<file path="src/blm_pkg.sv">
// Shared types, constants and the BCD helper for the battery level monitor.
// No dependencies; imported by blm_div and battery_level_monitor.
`timescale 1ns / 1ps

package blm_pkg;

    // Default ADC resolution
    localparam int ADC_BITS_DEF = 12;

    // Shared divider geometry: 32-bit dividend, 17-bit divisor
    localparam int DIV_NUM_W = 32;
    localparam int DIV_DEN_W = 17;

    // Configuration port geometry
    localparam int CFG_IDX_W  = 3;
    localparam int CFG_DATA_W = 20;

    // Register reset values
    localparam logic [19:0] INTERVAL_RST = 20'd1000;
    localparam logic [15:0] FULL_MV_SCALE_RST = 16'd6600;
    localparam logic [11:0] ADC_FS_RST   = 12'd4095;
    localparam logic [15:0] EMPTY_MV_RST = 16'd3000;
    localparam logic [15:0] FULL_MV_RST  = 16'd4200;
    localparam logic [6:0]  HYST_RST     = 7'd2;

    localparam logic [6:0] PCT_FULL = 7'd100;

    // Configuration register indexes
    typedef enum logic [CFG_IDX_W-1:0] {
        CFG_INTERVAL  = 3'd0,
        CFG_FS_MV     = 3'd1,
        CFG_ADC_FS    = 3'd2,
        CFG_EMPTY_MV  = 3'd3,
        CFG_FULL_MV   = 3'd4,
        CFG_HYST      = 3'd5
    } cfg_idx_t;

    // Sequencer states
    typedef enum logic [2:0] {
        ST_IDLE,
        ST_GATE,
        ST_MUL,
        ST_MV_START,
        ST_DIV_MV,
        ST_PCT,
        ST_DIV_PCT,
        ST_FINISH
    } state_t;

    // Divider status back to the sequencer
    typedef struct packed {
        logic busy;
        logic done;
    } div_stat_t;

    // BCD word: ones at 15:12, tens at 11:8, hundreds at 7:4, low nibble zero
    function automatic logic [15:0] bcd_word(input logic [6:0] p);
        logic        h;
        logic [6:0]  r;
        logic [14:0] m;
        logic [3:0]  t;
        logic [6:0]  o;
        h = (p >= PCT_FULL);
        r = h ? (p - PCT_FULL) : p;
        // r/10 by reciprocal, exact for every 7-bit r
        m = 15'(r) * 15'd205;
        t = m[14:11];
        o = r - 7'({t, 3'b000}) - 7'({t, 1'b0});
        return {o[3:0], t, 3'b000, h, 4'b0000};
    endfunction

endpackage

</file>
<file path="src/blm_div.sv">
// Restoring radix-2 divider, one quotient bit per cycle.
// Depends on blm_pkg for the status struct.
`timescale 1ns / 1ps

module blm_div #(
    parameter int NUM_W = blm_pkg::DIV_NUM_W,
    parameter int DEN_W = blm_pkg::DIV_DEN_W
) (
    input  logic             clk,
    input  logic             rst_n,
    input  logic             start,
    input  logic [NUM_W-1:0] dividend,
    input  logic [DEN_W-1:0] divisor,
    output logic [NUM_W-1:0] quotient,
    output blm_pkg::div_stat_t stat
);
    import blm_pkg::*;

    localparam int CNT_W = $clog2(NUM_W);

    logic             run_reg, run_next;
    logic             done_reg, done_next;
    logic [CNT_W-1:0] cnt_reg, cnt_next;
    logic [NUM_W-1:0] quo_reg, quo_next;
    logic [DEN_W-1:0] rem_reg, rem_next;
    logic [DEN_W-1:0] den_reg, den_next;

    logic [DEN_W:0]   shifted;
    logic [DEN_W:0]   trial;
    logic             fits;

    // One compare-subtract step
    always_comb
    begin
        shifted = {rem_reg, quo_reg[NUM_W-1]};
        trial   = shifted - {1'b0, den_reg};
        fits    = (shifted >= {1'b0, den_reg});
    end

    always_comb
    begin
        run_next  = run_reg;
        done_next = 1'b0;
        cnt_next  = cnt_reg;
        quo_next  = quo_reg;
        rem_next  = rem_reg;
        den_next  = den_reg;
        if (start)
        begin
            run_next = 1'b1;
            cnt_next = CNT_W'(NUM_W - 1);
            quo_next = dividend;
            rem_next = '0;
            den_next = divisor;
        end
        else if (run_reg)
        begin
            rem_next = fits ? trial[DEN_W-1:0] : shifted[DEN_W-1:0];
            quo_next = {quo_reg[NUM_W-2:0], fits};
            cnt_next = cnt_reg - 1'b1;
            if (cnt_reg == '0)
            begin
                run_next  = 1'b0;
                done_next = 1'b1;
            end
        end
    end

    always_ff @(posedge clk or negedge rst_n)
    begin
        if (!rst_n)
        begin
            run_reg  <= 1'b0;
            done_reg <= 1'b0;
            cnt_reg  <= '0;
        end
        else
        begin
            run_reg  <= run_next;
            done_reg <= done_next;
            cnt_reg  <= cnt_next;
        end
    end

    always_ff @(posedge clk)
    begin
        quo_reg <= quo_next;
        rem_reg <= rem_next;
        den_reg <= den_next;
    end

    assign quotient  = quo_reg;
    assign stat.busy = run_reg;
    assign stat.done = done_reg;

endmodule

</file>
<file path="src/battery_level_monitor.sv">
// Battery level monitor: interval gate, running average, mV scaling,
// percentage with hysteresis and BCD display. Depends on blm_pkg, blm_div.
// A request ends early when the gate or the read fails, or after the mV divide when
// the mV value clamps; otherwise it takes a second divide. Each divider pass has 32 steps.
// Requests are taken one at a time; the next is taken once the sequencer is back in idle.
// Reset: asynchronous active-low; configuration registers return to defaults, state to zero.
`timescale 1ns / 1ps

module battery_level_monitor #(
    parameter int ADC_BITS = blm_pkg::ADC_BITS_DEF
) (
    input  logic                           clk,
    input  logic                           rst_n,
    // configuration writes
    input  logic                           cfg_valid,
    output logic                           cfg_ready,
    input  logic [blm_pkg::CFG_IDX_W-1:0]  cfg_index,
    input  logic [blm_pkg::CFG_DATA_W-1:0] cfg_data,
    // sample requests
    input  logic                           in_valid,
    output logic                           in_ready,
    input  logic [31:0]                    now_ms,
    input  logic [ADC_BITS-1:0]            adc_sample,
    input  logic                           read_ok,
    // results
    output logic                           out_valid,
    input  logic                           out_ready,
    output logic                           sample_taken,
    output logic [6:0]                     level_pct,
    output logic [15:0]                    display_word
);
    import blm_pkg::*;

    localparam int PROD_W = ADC_BITS + 16;

    // configuration registers
    logic [19:0] interval_reg;
    logic [15:0] fs_mv_reg;
    logic [11:0] adc_fs_reg;
    logic [15:0] empty_reg;
    logic [15:0] full_reg;
    logic [6:0]  hyst_reg;

    // monitor state
    logic [31:0]         last_reg;
    logic [ADC_BITS-1:0] avg_reg;
    logic                seeded_reg;
    logic [6:0]          rep_reg;

    // latched request and working values
    logic [31:0]         now_reg;
    logic [ADC_BITS-1:0] smp_reg;
    logic                ok_reg;
    logic                taken_reg;
    logic [PROD_W-1:0]   prod_reg;
    logic [6:0]          np_reg;

    // result registers
    logic        out_valid_reg;
    logic        out_taken_reg;
    logic [6:0]  out_pct_reg;
    logic [15:0] out_disp_reg;

    state_t state_reg, state_next;

    // divider hookup
    logic                 div_start;
    logic [DIV_NUM_W-1:0] div_num;
    logic [DIV_DEN_W-1:0] div_den;
    logic [DIV_NUM_W-1:0] div_quo;
    div_stat_t            div_stat;

    blm_div #(
        .NUM_W (DIV_NUM_W),
        .DEN_W (DIV_DEN_W)
    ) u_div (
        .clk      (clk),
        .rst_n    (rst_n),
        .start    (div_start),
        .dividend (div_num),
        .divisor  (div_den),
        .quotient (div_quo),
        .stat     (div_stat)
    );

    // gate and average update
    logic [31:0]         elapsed;
    logic                gate_pass;
    logic [ADC_BITS+1:0] avg_sum;
    logic [ADC_BITS-1:0] avg_upd;

    always_comb
    begin
        elapsed   = now_reg - last_reg;
        gate_pass = (elapsed >= {12'd0, interval_reg});
        avg_sum   = {2'b00, avg_reg} + {1'b0, avg_reg, 1'b0} + {2'b00, smp_reg};
        avg_upd   = seeded_reg ? avg_sum[ADC_BITS+1:2] : smp_reg;
    end

    // percentage mapping, using the mV quotient
    logic [31:0] mv;
    logic        mv_low;
    logic        mv_high;
    logic [15:0] span;
    logic [15:0] mv_ofs;
    logic [23:0] pct_num;

    always_comb
    begin
        mv      = div_quo;
        mv_low  = (mv <= {16'd0, empty_reg});
        mv_high = (mv >= {16'd0, full_reg});
        span    = full_reg - empty_reg;
        mv_ofs  = mv[15:0] - empty_reg;
        // 200*x + span
        pct_num = {1'b0, mv_ofs, 7'b0} + {2'b0, mv_ofs, 6'b0}
                + {5'b0, mv_ofs, 3'b0} + {8'd0, span};
    end

    // hysteresis on the new percentage
    logic [6:0] pct_diff;

    always_comb
    begin
        pct_diff = (np_reg > rep_reg) ? (np_reg - rep_reg) : (rep_reg - np_reg);
    end

    // next state
    always_comb
    begin
        state_next = state_reg;
        unique case (state_reg)
            ST_IDLE:
            begin
                if (in_valid)
                begin
                    state_next = ST_GATE;
                end
            end
            ST_GATE:
            begin
                state_next = (gate_pass && ok_reg) ? ST_MUL : ST_FINISH;
            end
            ST_MUL:
            begin
                state_next = ST_MV_START;
            end
            ST_MV_START:
            begin
                state_next = ST_DIV_MV;
            end
            ST_DIV_MV:
            begin
                if (div_stat.done)
                begin
                    state_next = ST_PCT;
                end
            end
            ST_PCT:
            begin
                state_next = (mv_low || mv_high) ? ST_FINISH : ST_DIV_PCT;
            end
            ST_DIV_PCT:
            begin
                if (div_stat.done)
                begin
                    state_next = ST_FINISH;
                end
            end
            ST_FINISH:
            begin
                if (!out_valid_reg || out_ready)
                begin
                    state_next = ST_IDLE;
                end
            end
            default:
            begin
                state_next = ST_IDLE;
            end
        endcase
    end

    // sequencer outputs
    always_comb
    begin
        in_ready  = 1'b0;
        div_start = 1'b0;
        div_num   = DIV_NUM_W'(prod_reg);
        div_den   = (adc_fs_reg == 12'd0) ? DIV_DEN_W'(1) : DIV_DEN_W'(adc_fs_reg);
        unique case (state_reg)
            ST_IDLE:
            begin
                in_ready = 1'b1;
            end
            ST_MV_START:
            begin
                div_start = 1'b1;
            end
            ST_PCT:
            begin
                div_start = !(mv_low || mv_high);
                div_num   = DIV_NUM_W'(pct_num);
                div_den   = {span, 1'b0};
            end
            default:
            begin
                in_ready = 1'b0;
            end
        endcase
    end

    assign cfg_ready = 1'b1;

    // configuration writes
    always_ff @(posedge clk or negedge rst_n)
    begin
        if (!rst_n)
        begin
            interval_reg <= INTERVAL_RST;
            fs_mv_reg    <= FULL_MV_SCALE_RST;
            adc_fs_reg   <= ADC_FS_RST;
            empty_reg    <= EMPTY_MV_RST;
            full_reg     <= FULL_MV_RST;
            hyst_reg     <= HYST_RST;
        end
        else if (cfg_valid)
        begin
            unique case (cfg_index)
                CFG_INTERVAL: interval_reg <= cfg_data;
                CFG_FS_MV:    fs_mv_reg    <= cfg_data[15:0];
                CFG_ADC_FS:   adc_fs_reg   <= cfg_data[11:0];
                CFG_EMPTY_MV: empty_reg    <= cfg_data[15:0];
                CFG_FULL_MV:  full_reg     <= cfg_data[15:0];
                CFG_HYST:     hyst_reg     <= cfg_data[6:0];
                default:      hyst_reg     <= hyst_reg;
            endcase
        end
    end

    // control and monitor state
    always_ff @(posedge clk or negedge rst_n)
    begin
        if (!rst_n)
        begin
            state_reg     <= ST_IDLE;
            last_reg      <= '0;
            avg_reg       <= '0;
            seeded_reg    <= 1'b0;
            rep_reg       <= '0;
            taken_reg     <= 1'b0;
            out_valid_reg <= 1'b0;
        end
        else
        begin
            state_reg <= state_next;
            // result slot: filled on finish, emptied on handoff
            if (state_reg == ST_FINISH && (!out_valid_reg || out_ready))
            begin
                out_valid_reg <= 1'b1;
            end
            else if (out_valid_reg && out_ready)
            begin
                out_valid_reg <= 1'b0;
            end
            unique case (state_reg)
                ST_IDLE:
                begin
                    taken_reg <= 1'b0;
                end
                ST_GATE:
                begin
                    if (gate_pass)
                    begin
                        last_reg <= now_reg;
                        if (ok_reg)
                        begin
                            avg_reg    <= avg_upd;
                            seeded_reg <= 1'b1;
                            taken_reg  <= 1'b1;
                        end
                    end
                end
                ST_FINISH:
                begin
                    if (taken_reg && (pct_diff > hyst_reg))
                    begin
                        rep_reg <= np_reg;
                    end
                end
                default:
                begin
                    taken_reg <= taken_reg;
                end
            endcase
        end
    end

    // request latch, datapath and result payload
    logic [6:0] rep_new;

    always_comb
    begin
        rep_new = (taken_reg && (pct_diff > hyst_reg)) ? np_reg : rep_reg;
    end

    always_ff @(posedge clk)
    begin
        if (state_reg == ST_IDLE && in_valid)
        begin
            now_reg <= now_ms;
            smp_reg <= adc_sample;
            ok_reg  <= read_ok;
        end
        if (state_reg == ST_MUL)
        begin
            prod_reg <= PROD_W'(avg_reg) * PROD_W'(fs_mv_reg);
        end
        if (state_reg == ST_PCT)
        begin
            np_reg <= mv_low ? 7'd0 : PCT_FULL;
        end
        if (state_reg == ST_DIV_PCT && div_stat.done)
        begin
            np_reg <= div_quo[6:0];
        end
        if (state_reg == ST_FINISH && (!out_valid_reg || out_ready))
        begin
            out_taken_reg <= taken_reg;
            out_pct_reg   <= rep_new;
            out_disp_reg  <= bcd_word(rep_new);
        end
    end

    assign out_valid    = out_valid_reg;
    assign sample_taken = out_taken_reg;
    assign level_pct    = out_pct_reg;
    assign display_word = out_disp_reg;

endmodule
</file>
<file path="config.mk">
export PLATFORM = sky130hd
export DESIGN_NAME = battery_level_monitor
export DESIGN_NICKNAME = d
export VERILOG_FILES = /design/src/blm_pkg.sv /design/src/blm_div.sv /design/src/battery_level_monitor.sv
export SDC_FILE = /design/constraint.sdc
export NUM_CORES = 1
export LEC_CHECK = 0
export BUFFER_PORTS_ARGS = -buffer_cell sky130_fd_sc_hd__buf_2
export CORE_UTILIZATION = 30
export CTS_BUF_LIST = sky130_fd_sc_hd__clkbuf_4 sky130_fd_sc_hd__clkbuf_8
export DETAILED_ROUTE_END_ITERATION = 16
export PLACE_DENSITY = 0.47
export SYNTH_ARGS = -nofsm -noshare
export SYNTH_HDL_FRONTEND = slang
export SYNTH_SLANG_ARGS = --single-unit
</file>
<file path="constraint.sdc">
create_clock -name clk -period 12.3 [get_ports clk]
set_clock_uncertainty 0.1 [all_clocks]
set_input_delay 2.46 -clock clk [delete_from_list [all_inputs] [get_ports clk]]
set_output_delay 2.46 -clock clk [all_outputs]
set_load 0.05 [all_outputs]
</file>
# Yosys cells after proc, flatten, opt, wreduce, memory -nomap -nowiden
# Cells that the tools add are included.
# op_classes
add_sub_neg,15
reduce_logical,28
n_eq_ne,18
mul,2
n_mux,35
magnitude_cmp,7
# ops
op,n
2-to-1 mux 32 bit,2
2-to-1 mux 7 bit,6
2-to-1 mux 17 bit,2
greater-or-equal comparator 32 x 16 -> 1 bit,1
greater-or-equal comparator 32 x 20 -> 1 bit,1
less-or-equal comparator 32 x 16 -> 1 bit,1
subtractor 16 bit,2
subtractor 32 bit,1
multiplier 12 x 16 -> 28 bit,1
2-to-1 mux 28 bit,1
adder 23 x 22 -> 24 bit,1
adder 24 x 16 -> 24 bit,1
adder 24 x 19 -> 24 bit,1
2-to-1 mux 12 bit,2
one-hot mux 3 bit (8 select lines),1
"== test 3 bit, second input constant",6
greater-or-equal comparator 18 x 17 -> 1 bit,1
subtractor 17 bit,1
"multiplier 7 x 8 -> 15 bit, second input constant",1
2-to-1 mux 3 bit,5
adder 12 x 13 -> 14 bit,1
adder 14 x 12 -> 14 bit,1
greater-than comparator 7 bit,2
AND reduction 2 bit,7
21 further kinds,56
# totals
ff_bits,314

# Depth between registers and ports, before layout
# logic_depth
depth_word,10
ltp_mapped,51
ltp_nobuf,50

# Modules after synthesis
# A second synthesis with hierarchy kept.
# hier_totals
hier_cells,2701
area_unflattened_um2,26963.4
# modules_own_cells
module,cells_per_inst,area_per_inst_um2,seq_area_each_um2,instances
battery_level_monitor,2373,23097.2,6531.3,1
blm_div,328,3866.2,1986.9,1

# Worst setup path before layout
# Ideal clock, no wire load.
# synth_timing
kind,reg-to-reg
startpoint,reg rep_reg[1]
endpoint,"reg out_disp_reg[15] (netlist: display_word[15]), data pin"
arrival_ns,9.038
slack_ns,2.901
synth_period_minus_slack_ns,9.399
stages_incl_launch_ff,48
path_cell_list,dfrtp_1 inv_1 ha_1 a21oi_1 o21bai_1 a21o_1 a21oi_1 o31a_1 clkbuf_1 mux2i_1 o21ai_0 a21oi_1 nor2_1 xor2_1 ha_1 a21oi_1 inv_1 o31ai_2 (+12 left out) fa_1 inv_1 fa_1 inv_1 ha_1 nand4_1 nor3_1 nor3_1 nor2_1 nand2_1 xnor2_1 ha_1 and2_1 nor4b_1 nor3_1 nand2_1 xnor2_1 xnor2_1
# synth_between
elab_chain_len,10
elab_cells_between_ends,13
cone_classes,add/sub (5); mul (1); order compare (3); mux (3); reduce/logical (1)
# synth_rtl
element,line_no,rtl
from (decl),battery_level_monitor.sv:48,logic [6:0] rep_reg;
from (signal assigned),battery_level_monitor.sv:288,rep_reg <= np_reg;
subtractor 7 bit or greater-than comparator 7 bit (tied branches),battery_level_monitor.sv:125,pct_diff = (np_reg > rep_reg) ? (np_reg - rep_reg) : (rep_reg - np_reg);
2-to-1 mux 7 bit,battery_level_monitor.sv:125,
greater-than comparator 7 bit,battery_level_monitor.sv:304,rep_new = (taken_reg && (pct_diff > hyst_reg)) ? np_reg : rep_reg;
logical AND 1 bit,battery_level_monitor.sv:304,
2-to-1 mux 7 bit *,--,
subtractor 7 bit or greater-or-equal comparator 7 bit (tied branches),"blm_pkg.sv:64, blm_pkg.sv:63",
2-to-1 mux 7 bit *,blm_pkg.sv:64,r = h ? (p - PCT_FULL) : p;
multiplier 7 x 8 -> 15 bit,blm_pkg.sv:66,m = 15'(r) * 15'd205;
subtractor 4 bit,blm_pkg.sv:68,"o = r - 7'({t, 3'b000}) - 7'({t, 1'b0});"
subtractor 4 bit *,blm_pkg.sv:68,
to (signal assigned),battery_level_monitor.sv:331,out_disp_reg <= bcd_word(rep_new);
to (decl),battery_level_monitor.sv:62,logic [15:0] out_disp_reg;
# Mark *: on every way between the ends. The rest lies on a longest branch, timed or not.
# A chain may end at the register's enable or synchronous reset.

# Final worst setup path
# layout_timing
startpoint,reg rep_reg[1]
endpoint,"reg out_disp_reg[15] (netlist: display_word[15]), data pin"
# layout_between
elab_chain_len,10
elab_cells_between_ends,13
cone_classes,add/sub (5); mul (1); order compare (3); mux (3); reduce/logical (1)
# layout_rtl
element,line_no,rtl
subtractor 7 bit or greater-than comparator 7 bit (tied branches),battery_level_monitor.sv:125,
2-to-1 mux 7 bit *,battery_level_monitor.sv:125,
greater-than comparator 7 bit *,battery_level_monitor.sv:304,
logical AND 1 bit *,battery_level_monitor.sv:304,
2-to-1 mux 7 bit *,--,
net rep_new[2],battery_level_monitor.sv:300,logic [6:0] rep_new;
subtractor 7 bit or greater-or-equal comparator 7 bit (tied branches),"blm_pkg.sv:64, blm_pkg.sv:63",
2-to-1 mux 7 bit *,blm_pkg.sv:64,
multiplier 7 x 8 -> 15 bit,blm_pkg.sv:66,
subtractor 4 bit,blm_pkg.sv:68,
subtractor 4 bit *,blm_pkg.sv:68,
# The timed path passes the listed nets; every way through them passes the cells marked *.

==> impl_metrics.env <==
export IMPL_synth_commonest_cells="inv_1, nand2_1, ha_1"
export IMPL_final_hold_viol_count=0
export IMPL_cp_end_kind="flip-flop"
export IMPL_numCtsBuffers=61
export IMPL_gp_congestion=0.840
export IMPL_finalNonFillerCells=3969
export IMPL_fin_crit_ps=10610
export IMPL_portBuffers=91
export IMPL_crit_type="flip-flop to flip-flop"
export IMPL_seq_area_frac_synth=0.322
export IMPL_synthAdderAreaFrac=0.277
export IMPL_yosysMostFrequentCell="inv_1"
export IMPL_grt_pass1_wl_mm=109
export IMPL_synth_seq_cells=313
export IMPL_muxShareOfSynthArea=0.0606
export IMPL_grt_usage=0.151
export IMPL_synth_simple_area_share=0.124
export IMPL_wl_met2_mm=31.9
export IMPL_clk_path_buf_depth=3
export IMPL_drive_above_1_share=0.126
export IMPL_status="finished, final reports clean"
export IMPL_dieArea_mm2=0.0895
export IMPL_die_x_um=299
export IMPL_clk_pin_slew_ps=70
export IMPL_io_pins=100
export IMPL_maxUsedRoutingLayer="met4"
export IMPL_finalWirelength_mm=66.5
export IMPL_fin_tns_setup_ps=0
export IMPL_post_cts_setup_buffer_count=0
export IMPL_synth_area_leaders="edfxtp_1, fa_1, ha_1, dfrtp_1, inv_1"
export IMPL_rows=108
export IMPL_wl_met3_mm=1.93
export IMPL_cts_root_buffer="clkbuf_8"
export IMPL_gr_total_overflow=0
export IMPL_synth_compound_area_frac=0.112
export IMPL_synth_area_per_cell_um2=9.90
export IMPL_clk_latency_ps=700
export IMPL_post_cts_resize_count=0
export IMPL_cts_tree="yes"
export IMPL_place_inst=3850
export IMPL_synth_flop_cell="edfxtp_1"
export IMPL_synth_edf_count=145
export IMPL_fmax_mhz=94.3
export IMPL_hpwl_mm=51.9
export IMPL_yosysTopAreaCell="edfxtp_1"
export IMPL_cts_num_sinks=313
export IMPL_area_growth_pct=11.8
export IMPL_cp_max_fo=16
export IMPL_period_share=0.862
export IMPL_critPathArrivalTime_ps=10930
export IMPL_route_detailed_drc=0
export IMPL_cap_violations=0
export IMPL_required_ps=12630
export IMPL_core_area_mm2=0.0872
export IMPL_synth_top_family_by_area="adder cells"
export IMPL_start_kind="flip-flop"
export IMPL_antenna_found_initial=1
export IMPL_drt_vias_per_instance=4.79
export IMPL_wl_per_cell_um=16.7
export IMPL_tightest_slew_ps=1110
export IMPL_synth_xor_area_share=0.0390
export IMPL_synth_warnings=0
export IMPL_setup_violations=0
export IMPL_synthArstFlopShare=0.482
export IMPL_critical_path_most_common_cell="ha_1"
export IMPL_wirelength_met1_mm=31.2
export IMPL_critical_path_slowest_cell="fa_1"
export IMPL_grt_start_max_net_pins=85
export IMPL_die_h_um=299
export IMPL_slew_headroom=0.259
export IMPL_num_vias=19000
export IMPL_rsz0062_at_grt="false"
export IMPL_postCtsHoldBufs=0
export IMPL_min_path_type="flip-flop to flip-flop"
export IMPL_final_nets=3304
export IMPL_drt_pre_antenna_iters=5
export IMPL_cts_htree_levels=2
export IMPL_crit_path_max_incr_delay_ps=490
export IMPL_synth_top_area_frac=0.164
export IMPL_grt_pass1_vias=20100
export IMPL_syn_area_mm2=0.0265
export IMPL_drt_iter0_markers=866
export IMPL_initial_utilization=0.304
export IMPL_slew_violations=0
export IMPL_netlist_instances=2676
export IMPL_synth_cell_types=79
export IMPL_ant_nets=0
## metrics by stage
| step | util | worst slack [ps] | hold WS (ps) | instance area (um2) |
|---|---|---|---|---|
| final | 0.340 | 1690 | 358 | 29600 |
| after global routing | 0.340 | 764 | 383 | 29600 |
| after CTS | 0.340 | 1730 | 360 | 29600 |
| after detailed placement | 0.323 | 1810 | 351 | 28200 |
| after global placement | 0.323 | 2020 | 343 | 28200 |
| after floorplan | - | 2900 | 332 | 26500 |
## final timing paths
path,from,end,slack [ps],cells past startpoint
max,rep_reg[1],display_word[15],1690,46
min,u_div.rem_reg[16],u_div.rem_reg[16],360,2
max reg2reg,rep_reg[1],display_word[15],1690,46
min reg2reg,u_div.rem_reg[16],u_div.rem_reg[16],360,2
max in group asynchronous,rst_n,avg_reg[7],8870,2
min in group asynchronous,rst_n,rep_reg[1],1730,1
## cell type report
type / instances / area, um2
multi-input combinational: 1917 / 16300
clock buffer: 96 / 1160
sequential: 313 / 8520
antenna: 3 / 7.51
tap: 1155 / 1450
fill: 8931 / 57500
clock inverter: 20 / 263
inverter: 359 / 1350
timing repair buffer: 106 / 574
## worst max-delay path: cells and delay by family (launching register included)
kind / cells / cell delay [ps]
muxes: 2 / 410
AOI/OAI and AO/OA: 12 / 2900
DFF: 1 / 460
adders and majority gates: 9 / 2980
and+or+nand+nor: 12 / 2020
xor gates and xnor gates: 4 / 610
buffers and inverters: 7 / 830
## kinds of logic (layout without fill, tap and decap cells)
kind of cell / Yosys count / after routing
compound gates: 479 / 479
xor+xnor: 118 / 118
fa+ha+maj: 473 / 473
buf+inv: 452 / 581
flops: 313 / 313
mux: 146 / 146
other cells: 2 / 11
simple gates: 693 / 693
## cell usage in the layout (no fill, tap or decap), drive strengths merged, types with 8 or more instances in the layout
cell type  synthesis  final
nor3b              8      8
a211oi            18     18
o211ai             8      8
o2111ai            8      8
clkbuf            74     96
nand2b            18     18
dfrtp            115    115
inv              359    361
mux2             115    115
xnor2             84     84
mux2i             31     31
nor3              43     43
o31a               8      8
nand2            308    308
and2              75     75
a31oi             13     13
nor4              11     11
nor2             111    111
dfxtp             17     17
o21a              17     17
o21bai            12     12
a21oi            140    140
conb               2      8
and3              14     14
ha               284    284
fa               189    189
clkinv             0     11
a21o              35     35
edfxtp           145    145
o21ai            151    151
buf               19    106
nor2b             19     19
nand4             15     15
nand3             36     36
or3               11     11
dfstp             36     36
xor2              34     34
a21boi             9      9
o31ai             12     12
## layer usage
layer | vias up | GRT usage
met5 | - | 0
met4 | 0 | 0.0398
met3 | 81 | 0.0180
met2 | 275 | 0.258
met1 | 9392 | 0.200
li1 | 9257 | -
Power is left out: the tool's default activity adds up to more than one toggle a clock period on the data nets, which glitch-free logic cannot reach.
